==> src/rtl/lrupr_pkg.sv <==
// ----------------------------------------------------------------------------
// LRU page replacement package
// Field widths and the status bundle shared by the scan unit and the top level.
// ----------------------------------------------------------------------------
`default_nettype none

package lrupr_pkg;

    localparam int PAGE_W = 16;
    localparam int CFG_W  = 5;
    localparam int FIDX_W = 4;
    localparam int CNT_W  = 32;

    localparam logic [CFG_W-1:0] CFG_RESET = 5'd16;

    typedef struct packed {
        logic hit;
        logic empty;
    } t_scan_flags;

endpackage

`default_nettype wire

==> src/rtl/lrupr_scan.sv <==
// ----------------------------------------------------------------------------
// LRU scan unit
// One comparator pass per frame: finds the hit, the first empty and the oldest.
// ----------------------------------------------------------------------------
`default_nettype none

module lrupr_scan #(
    parameter int FRAMES = 16,
    localparam int IW = (FRAMES > 1) ? $clog2(FRAMES) : 1
) (
    input  wire logic                         i_clk,
    input  wire logic                         i_rst_n,
    input  wire logic                         i_start,
    input  wire logic                         i_step,
    input  wire logic [IW-1:0]                i_idx,
    input  wire logic [lrupr_pkg::PAGE_W-1:0] i_page,
    input  wire logic [lrupr_pkg::PAGE_W-1:0] i_entry_page,
    input  wire logic                         i_entry_valid,
    input  wire logic [IW-1:0]                i_entry_rank,
    output lrupr_pkg::t_scan_flags            o_flags,
    output logic [IW-1:0]                     o_hit_idx,
    output logic [IW-1:0]                     o_hit_rank,
    output logic [IW-1:0]                     o_empty_idx,
    output logic [IW-1:0]                     o_old_idx,
    output logic [lrupr_pkg::PAGE_W-1:0]      o_old_page
);

    lrupr_pkg::t_scan_flags          r_flags;
    logic [IW-1:0]                   r_hit_idx;
    logic [IW-1:0]                   r_hit_rank;
    logic [IW-1:0]                   r_empty_idx;
    logic [IW-1:0]                   r_old_idx;
    logic [IW-1:0]                   r_old_rank;
    logic [lrupr_pkg::PAGE_W-1:0]    r_old_page;

    logic match;
    logic older;

    assign match = i_entry_valid && (i_entry_page == i_page);
    assign older = (i_idx == '0) || (i_entry_rank > r_old_rank);

    always_ff @(posedge i_clk) begin
        if (!i_rst_n) begin
            r_flags <= '0;
        end else if (i_start) begin
            r_flags <= '0;
        end else if (i_step) begin
            if (match && !r_flags.hit) begin
                r_flags.hit <= 1'b1;
            end
            if (!i_entry_valid && !r_flags.empty) begin
                r_flags.empty <= 1'b1;
            end
        end
    end

    always_ff @(posedge i_clk) begin
        if (i_step) begin
            if (match && !r_flags.hit) begin
                r_hit_idx  <= i_idx;
                r_hit_rank <= i_entry_rank;
            end
            if (!i_entry_valid && !r_flags.empty) begin
                r_empty_idx <= i_idx;
            end
            if (older) begin
                r_old_idx  <= i_idx;
                r_old_rank <= i_entry_rank;
                r_old_page <= i_entry_page;
            end
        end
    end

    assign o_flags     = r_flags;
    assign o_hit_idx   = r_hit_idx;
    assign o_hit_rank  = r_hit_rank;
    assign o_empty_idx = r_empty_idx;
    assign o_old_idx   = r_old_idx;
    assign o_old_page  = r_old_page;

endmodule

`default_nettype wire

==> src/rtl/lru_page_replacement_top.sv <==
// Sequence: a scan of the n active frames, n = active frames, one frame per cycle
// through the single read port of the page memory, then a drain step, the update step
// and a return to idle; a new page reference is taken only in idle.
// A result held by the receiver holds the update step and the input with it.
// Reset: synchronous, active low; all frames empty, ranks and fault count zero,
// frames_in_use set to 16. Page memory contents are not cleared.
// ----------------------------------------------------------------------------
// LRU page replacement top level
// Frame table, page memory, sequencer and result register around the scan unit.
// ----------------------------------------------------------------------------
`default_nettype none

module lru_page_replacement_top #(
    parameter int FRAMES = 16
) (
    input  wire logic                          i_clk,
    input  wire logic                          i_rst_n,
    input  wire logic                          i_frames_in_use_we,
    input  wire logic [lrupr_pkg::CFG_W-1:0]   i_frames_in_use,
    input  wire logic                          i_valid,
    output logic                               o_stall,
    input  wire logic [lrupr_pkg::PAGE_W-1:0]  i_page_number,
    output logic                               o_valid,
    input  wire logic                          i_stall,
    output logic                               o_was_hit,
    output logic [lrupr_pkg::FIDX_W-1:0]       o_frame_index,
    output logic                               o_did_evict,
    output logic [lrupr_pkg::PAGE_W-1:0]       o_evicted_page,
    output logic [lrupr_pkg::CNT_W-1:0]        o_fault_total
);

    localparam int IW  = (FRAMES > 1) ? $clog2(FRAMES) : 1;
    localparam int CW  = (IW + 1 > lrupr_pkg::CFG_W) ? IW + 1 : lrupr_pkg::CFG_W;
    localparam int FIW = (IW > lrupr_pkg::FIDX_W) ? IW : lrupr_pkg::FIDX_W;
    localparam logic [CW-1:0] FRAMES_C  = CW'(FRAMES);
    localparam logic [IW:0]   RANK_NEW  = (IW + 1)'(FRAMES);
    localparam logic [IW-1:0] RANK_MAX  = IW'(FRAMES - 1);

    typedef enum logic [3:0] {
        ST_IDLE   = 4'b0001,
        ST_SCAN   = 4'b0010,
        ST_LAST   = 4'b0100,
        ST_UPDATE = 4'b1000
    } t_state;

    t_state                          r_state, n_state;
    logic [lrupr_pkg::CFG_W-1:0]     r_cfg;
    logic [IW-1:0]                   r_n_m1;
    logic [IW-1:0]                   r_idx;
    logic                            r_step;
    logic [IW-1:0]                   r_step_idx;
    logic [lrupr_pkg::PAGE_W-1:0]    r_page;
    logic [lrupr_pkg::PAGE_W-1:0]    r_rd_page;
    logic [lrupr_pkg::PAGE_W-1:0]    r_mem [FRAMES];
    logic [FRAMES-1:0]               r_valid, n_valid;
    logic [IW-1:0]                   r_rank [FRAMES];
    logic [IW-1:0]                   n_rank [FRAMES];
    logic [lrupr_pkg::CNT_W-1:0]     r_fault, n_fault;
    logic                            r_out_vld;
    logic                            r_was_hit;
    logic [lrupr_pkg::FIDX_W-1:0]    r_frame_index;
    logic                            r_did_evict;
    logic [lrupr_pkg::PAGE_W-1:0]    r_evicted_page;

    lrupr_pkg::t_scan_flags          scan_flags;
    logic [IW-1:0]                   hit_idx;
    logic [IW-1:0]                   hit_rank;
    logic [IW-1:0]                   empty_idx;
    logic [IW-1:0]                   old_idx;
    logic [lrupr_pkg::PAGE_W-1:0]    old_page;

    logic                            in_acc;
    logic                            out_free;
    logic                            upd_fire;
    logic [CW-1:0]                   cfg_ext;
    logic [CW-1:0]                   n_cnt;
    logic [IW-1:0]                   sel_idx;
    logic [IW:0]                     old_rank;
    logic                            evict;
    logic [FIW-1:0]                  sel_ext;

    assign o_stall  = (r_state != ST_IDLE);
    assign in_acc   = i_valid && !o_stall;
    assign out_free = !r_out_vld || !i_stall;
    assign upd_fire = (r_state == ST_UPDATE) && out_free;

    assign cfg_ext = CW'(r_cfg);
    always_comb begin
        if (cfg_ext == '0) begin
            n_cnt = CW'(1);
        end else if (cfg_ext > FRAMES_C) begin
            n_cnt = FRAMES_C;
        end else begin
            n_cnt = cfg_ext;
        end
    end

    lrupr_scan #(
        .FRAMES(FRAMES)
    ) u_scan (
        .i_clk        (i_clk),
        .i_rst_n      (i_rst_n),
        .i_start      (in_acc),
        .i_step       (r_step),
        .i_idx        (r_step_idx),
        .i_page       (r_page),
        .i_entry_page (r_rd_page),
        .i_entry_valid(r_valid[r_step_idx]),
        .i_entry_rank (r_rank[r_step_idx]),
        .o_flags      (scan_flags),
        .o_hit_idx    (hit_idx),
        .o_hit_rank   (hit_rank),
        .o_empty_idx  (empty_idx),
        .o_old_idx    (old_idx),
        .o_old_page   (old_page)
    );

    always_comb begin
        if (scan_flags.hit) begin
            sel_idx  = hit_idx;
            old_rank = {1'b0, hit_rank};
        end else if (scan_flags.empty) begin
            sel_idx  = empty_idx;
            old_rank = RANK_NEW;
        end else begin
            sel_idx  = old_idx;
            old_rank = RANK_NEW;
        end
    end

    assign evict   = !scan_flags.hit && !scan_flags.empty;
    assign sel_ext = FIW'(sel_idx);

    always_comb begin
        n_state = r_state;
        case (r_state)
            ST_IDLE: begin
                if (in_acc) begin
                    n_state = ST_SCAN;
                end
            end
            ST_SCAN: begin
                if (r_idx == r_n_m1) begin
                    n_state = ST_LAST;
                end
            end
            ST_LAST: begin
                n_state = ST_UPDATE;
            end
            ST_UPDATE: begin
                if (out_free) begin
                    n_state = ST_IDLE;
                end
            end
            default: begin
                n_state = ST_IDLE;
            end
        endcase
    end

    always_comb begin
        n_valid = r_valid;
        n_rank  = r_rank;
        if (i_frames_in_use_we) begin
            n_valid = '0;
            for (int k = 0; k < FRAMES; k++) begin
                n_rank[k] = '0;
            end
        end else if (upd_fire) begin
            for (int k = 0; k < FRAMES; k++) begin
                if (IW'(k) != sel_idx && IW'(k) <= r_n_m1 && r_valid[k] &&
                    {1'b0, r_rank[k]} < old_rank && r_rank[k] != RANK_MAX) begin
                    n_rank[k] = r_rank[k] + 1'b1;
                end
            end
            n_rank[sel_idx]  = '0;
            n_valid[sel_idx] = 1'b1;
        end
    end

    always_comb begin
        n_fault = r_fault;
        if (!scan_flags.hit && r_fault != '1) begin
            n_fault = r_fault + 1'b1;
        end
    end

    always_ff @(posedge i_clk) begin
        if (!i_rst_n) begin
            r_state   <= ST_IDLE;
            r_cfg     <= lrupr_pkg::CFG_RESET;
            r_valid   <= '0;
            r_fault   <= '0;
            r_out_vld <= 1'b0;
            r_step    <= 1'b0;
            for (int k = 0; k < FRAMES; k++) begin
                r_rank[k] <= '0;
            end
        end else begin
            r_state <= n_state;
            r_valid <= n_valid;
            r_rank  <= n_rank;
            r_step  <= (r_state == ST_SCAN);
            if (i_frames_in_use_we) begin
                r_cfg <= i_frames_in_use;
            end
            if (upd_fire) begin
                r_fault   <= n_fault;
                r_out_vld <= 1'b1;
            end else if (r_out_vld && !i_stall) begin
                r_out_vld <= 1'b0;
            end
        end
    end

    always_ff @(posedge i_clk) begin
        if (in_acc) begin
            r_page <= i_page_number;
            r_n_m1 <= IW'(n_cnt - CW'(1));
            r_idx  <= '0;
        end else if (r_state == ST_SCAN && r_idx != r_n_m1) begin
            r_idx <= r_idx + 1'b1;
        end
        r_step_idx <= r_idx;
        r_rd_page  <= r_mem[r_idx];
        if (upd_fire && !scan_flags.hit) begin
            r_mem[sel_idx] <= r_page;
        end
    end

    always_ff @(posedge i_clk) begin
        if (upd_fire) begin
            r_was_hit      <= scan_flags.hit;
            r_frame_index  <= sel_ext[lrupr_pkg::FIDX_W-1:0];
            r_did_evict    <= evict;
            r_evicted_page <= evict ? old_page : '0;
        end
    end

    assign o_valid        = r_out_vld;
    assign o_was_hit      = r_was_hit;
    assign o_frame_index  = r_frame_index;
    assign o_did_evict    = r_did_evict;
    assign o_evicted_page = r_evicted_page;
    assign o_fault_total  = r_fault;

`ifndef SYNTHESIS
    a_load_after_update: assert property (@(posedge i_clk) disable iff (!i_rst_n)
        $rose(o_valid) |-> $past(r_state == ST_UPDATE))
        else $error("result loaded outside the update step");

    a_fault_monotonic: assert property (@(posedge i_clk) disable iff (!i_rst_n)
        $past(i_rst_n) && (r_fault != $past(r_fault)) |->
            (r_fault == $past(r_fault) + 1'b1))
        else $error("fault count moved by other than one");

    a_hit_no_evict: assert property (@(posedge i_clk) disable iff (!i_rst_n)
        o_valid && o_was_hit |-> !o_did_evict && (o_evicted_page == '0))
        else $error("hit reported an eviction");

    a_busy_no_config_clear: assert property (@(posedge i_clk) disable iff (!i_rst_n)
        (r_state == ST_UPDATE) && $past(r_state == ST_LAST) |-> $stable(r_n_m1))
        else $error("active frame count changed during a scan");
`endif

endmodule

`default_nettype wire
==> config.mk <==
export PLATFORM = sky130hd
export DESIGN_NAME = lru_page_replacement_top
export DESIGN_NICKNAME = d
export VERILOG_FILES = /design/src/rtl/lrupr_pkg.sv /design/src/rtl/lrupr_scan.sv /design/src/rtl/lru_page_replacement_top.sv
export SDC_FILE = /design/constraint.sdc
export NUM_CORES = 1
export LEC_CHECK = 0
export ABC_CLOCK_PERIOD_IN_PS = 5500
export BUFFER_PORTS_ARGS = -buffer_cell sky130_fd_sc_hd__buf_4
export CAP_MARGIN = 20
export CORE_ASPECT_RATIO = 1.75
export CORE_MARGIN = 5
export CORE_UTILIZATION = 62
export CTS_CLUSTER_SIZE = 20
export DETAILED_ROUTE_END_ITERATION = 8
export PLACE_DENSITY = 0.8
export SLEW_MARGIN = 40
export SYNTH_ARGS = -nofsm -noshare
export SYNTH_HDL_FRONTEND = slang
export SYNTH_HIERARCHICAL = 1
export SYNTH_SLANG_ARGS = --single-unit
==> constraint.sdc <==
create_clock -name i_clk -period 5.5 [get_ports i_clk]
set_clock_uncertainty 0.1 [all_clocks]
set_input_delay 1.1 -clock i_clk [delete_from_list [all_inputs] [get_ports i_clk]]
set_output_delay 1.1 -clock i_clk [all_outputs]
set_load 0.05 [all_outputs]
==> flow_summary.json <==
{
  "cts_buffers": 41,
  "cts_resized": 0,
  "cts_root_buf": "clkbuf_16",
  "num-fill-cells": 2304,
  "status": "complete, no violations",
  "drive_gt1_share_pct": 19.9,
  "die_h_microns": 257,
  "asyncSetResetFlopFracSynth_pct": 0,
  "insertion_delay_ns": 0.56,
  "path_max_fanout": 16,
  "crit_required_ns": 5.64,
  "mostFrequentLayoutCells": "edfxtp_1 (334), dfxtp_1 (144), mux4_2 (105), buf_4 (102), nand2_1 (84)",
  "syn_avg_cell_area_sq_um": 13.9,
  "fmax_ghz": 0.261,
  "synth-seq-area-share_pct": 60.4,
  "core_sq_mm": 0.0345,
  "initial_core_util_pct": 62.5,
  "grt_pass1_vias": 14292,
  "placed_cell_area_sq_mm": 0.0227,
  "grtUsageTotal_pct": 29.2,
  "io_pins": 82,
  "syn_to_final_growth_pct": 12.0,
  "finalHoldViolCount": 0,
  "nNetsFinal": 1716,
  "finalMaxSlewViolations": 0,
  "synth_edf_count": 334,
  "final_cell_area_sq_mm": 0.0241,
  "finalWeightedCongestion": 0.999,
  "ys_seq_elements": 483,
  "rsz0062_at_grt": "false",
  "postCtsSetupBuffers": 0,
  "tightest_slew_ns": 0.892,
  "start_kind": "flop",
  "hold_class": "flop to flop",
  "ys_types": 73,
  "grt_pass1_wl_mm": 85.4,
  "grt_max_degree": 73,
  "syn_nets": 1651,
  "die-area_sq_mm": 0.0387,
  "slew_headroom_pct": 40.0,
  "mappedNetlistArea_sq_mm": 0.0215,
  "end_kind": "flop",
  "cts_hold_buf": 0,
  "io_buffers": 81,
  "layout_commonest_cell": "edfxtp_1",
  "min_period_over_period_pct": 69.7,
  "ir_drop_v": 0.000333,
  "clock-sinks": 483,
  "hpwl_mm": 37.3,
  "drtIter0Drc": 1486,
  "drc": 0,
  "wl_met3_mm": 3.62,
  "ys.flop_type": "edfxtp_1",
  "critPathKind": "flop to flop",
  "ys.warnings.count": 6,
  "cts_tree": "built",
  "cap_violations": 0,
  "power_density_mw_per_mm2": 305,
  "vias": 14470,
  "routed_wirelength_mm": 56.1,
  "clk_pin_slew_ns": 0.07,
  "via_per_inst": 6.85,
  "setup_viol": 0,
  "cp.arrival_ns": 3.98,
  "rrSetupSlack_ns": 1.67,
  "antenna_found_initial": 0,
  "whs_ns": 0.359,
  "dieWidth_microns": 151,
  "tns_ns": 0,
  "firstDrtPassIters": 7,
  "std_cell_rows": 90,
  "numPlacedInstances": 2033,
  "htreeDepth": 2,
  "route.met2.wl_mm": 29.8,
  "synthCells": 1554,
  "clockBufferDepth": 3,
  "ant_nets": 0,
  "wl_per_cell_microns": 26.6,
  "wl_met1_mm": 19.0,
  "layout_min_cycle_time_ns": 3.83,
  "grt-ovfl-total": 0,
  "highest_layer": "met4",
  "power.leakage_nw": 7.81,
  "final_cells": 2112,
  "antenna_cells_inserted": 0
}
-- final timing paths --
check,startpoint,end,depth (start not counted)
min,r_rd_page[3]$_DFF_P_,u_scan/o_old_page[3]$_DFFE_PP_,0
max reg2reg,r_step_idx[0]$_DFF_P_,u_scan/o_old_page[6]$_DFFE_PP_,8
max,r_step_idx[0]$_DFF_P_,u_scan/o_old_page[6]$_DFFE_PP_,8
min reg2reg,r_rd_page[3]$_DFF_P_,u_scan/o_old_page[3]$_DFFE_PP_,0
-- per-layer routing --
metal	vias up	track usage (%)
met3	213	4.47
li1	6337	-
met2	711	51.0
met1	7209	33.9
met5	-	0
met4	0	16.3
-- registers in the layout, indices dropped and copies added, names as in the netlist, 16 cells and up --
signal and flops:
r_page 16, u_scan/o_old_page 16, r_valid 16, r_mem 256, r_rd_page 16, o_fault_total 32
o_evicted_page 16, r_rank 64
-- cells in the mapped netlist, types with 5 or more instances --
library cell	number	area [sq um]
edfxtp_1	334	10000
dfxtp_1	149	2980
mux4_2	105	2360
nand2_1	88	330
a21oi_1	77	385
ha_1	71	888
nand3_1	59	295
nor2_1	53	199
clkbuf_1	48	180
o21ai_0	47	235
nand4_1	44	275
inv_1	38	143
a31oi_1	27	169
nor4_1	26	163
o21a_1	24	180
and2_1	22	138
buf_2	22	110
or3_1	21	131
or4_1	21	158
and3_1	20	125
xnor2_1	19	166
o31ai_1	17	128
mux2i_1	16	160
nor3_1	14	70.1
o211ai_1	14	105
a311oi_1	12	105
buf_1	12	45.0
nand2b_1	12	75.1
nor2b_1	11	68.8
and4_1	8	70.1
nand3b_1	8	60.1
xor2_1	8	70.1
a211o_1	7	61.3
a211oi_1	6	45.0
a21o_1	6	45.0
a31o_2	6	52.6
o22ai_1	6	37.5
a32oi_1	5	43.8
a41oi_1	5	43.8
o211a_1	5	50.1
-- critical path, stage by stage (launching register included) --
cell and delay, ns:
dfxtp_1 0.68, buf_4 0.37, mux4_2 0.54, mux4_2 0.50, ha_1 0.34, nand4_1 0.11
nand2_1 0.07, o21ai_2 0.44, buf_4 0.35
-- logic make-up (layout without fill, tap and decap cells) --
family                   after synthesis  in the layout  synth area share [%]
flip-flops                           483            483                  60.4
AND/OR/NAND/NOR                      430            430                  11.1
AO/OA/AOI/OAI                        295            295                  9.11
buffers and inverters                127            225                  2.41
multiplexers                         121            121                  11.7
adder cells (fa/ha/maj)               71             71                  4.12
XOR/XNOR                              27             27                  1.10
-- report_power, final --
group / switching (mW) / leakage [nW] / total, mW / internal, mW
logic: 0.176 / 2.94 / 0.356 / 0.180
registers: 0.110 / 4.21 / 4.05 / 3.94
clock network: 1.31 / 0.659 / 2.96 / 1.65
total: 1.60 / 7.81 / 7.37 / 5.77
-- stage by stage --
| stage | utilization (%) | setup WS [ns] | power [mW] |
|---|---|---|---|
| 3_5_place_dp | 65.9 | 1.68 | 4.48 |
| 4_1_cts | 69.8 | 1.68 | 7.39 |
| 2_1_floorplan | - | 0.677 | 4.34 |
| 5_1_grt | 70.0 | 1.47 | 7.59 |
| 3_3_place_gp | 65.6 | 1.74 | 4.46 |
| 6_report | 70.0 | 1.67 | 7.37 |
-- area by class of cell --
class	instances	area (sq um)	area share, %
Clock buffer	56	1130	4.70
Timing Repair Buffer	106	832	3.45
Tap cell	460	576	2.38
Sequential cell	483	13000	54.0
Multi-Input combinational cell	944	8170	33.9
Clock inverter	20	233	0.964
Inverter	43	161	0.669
(Power assumes the default switching activity.)
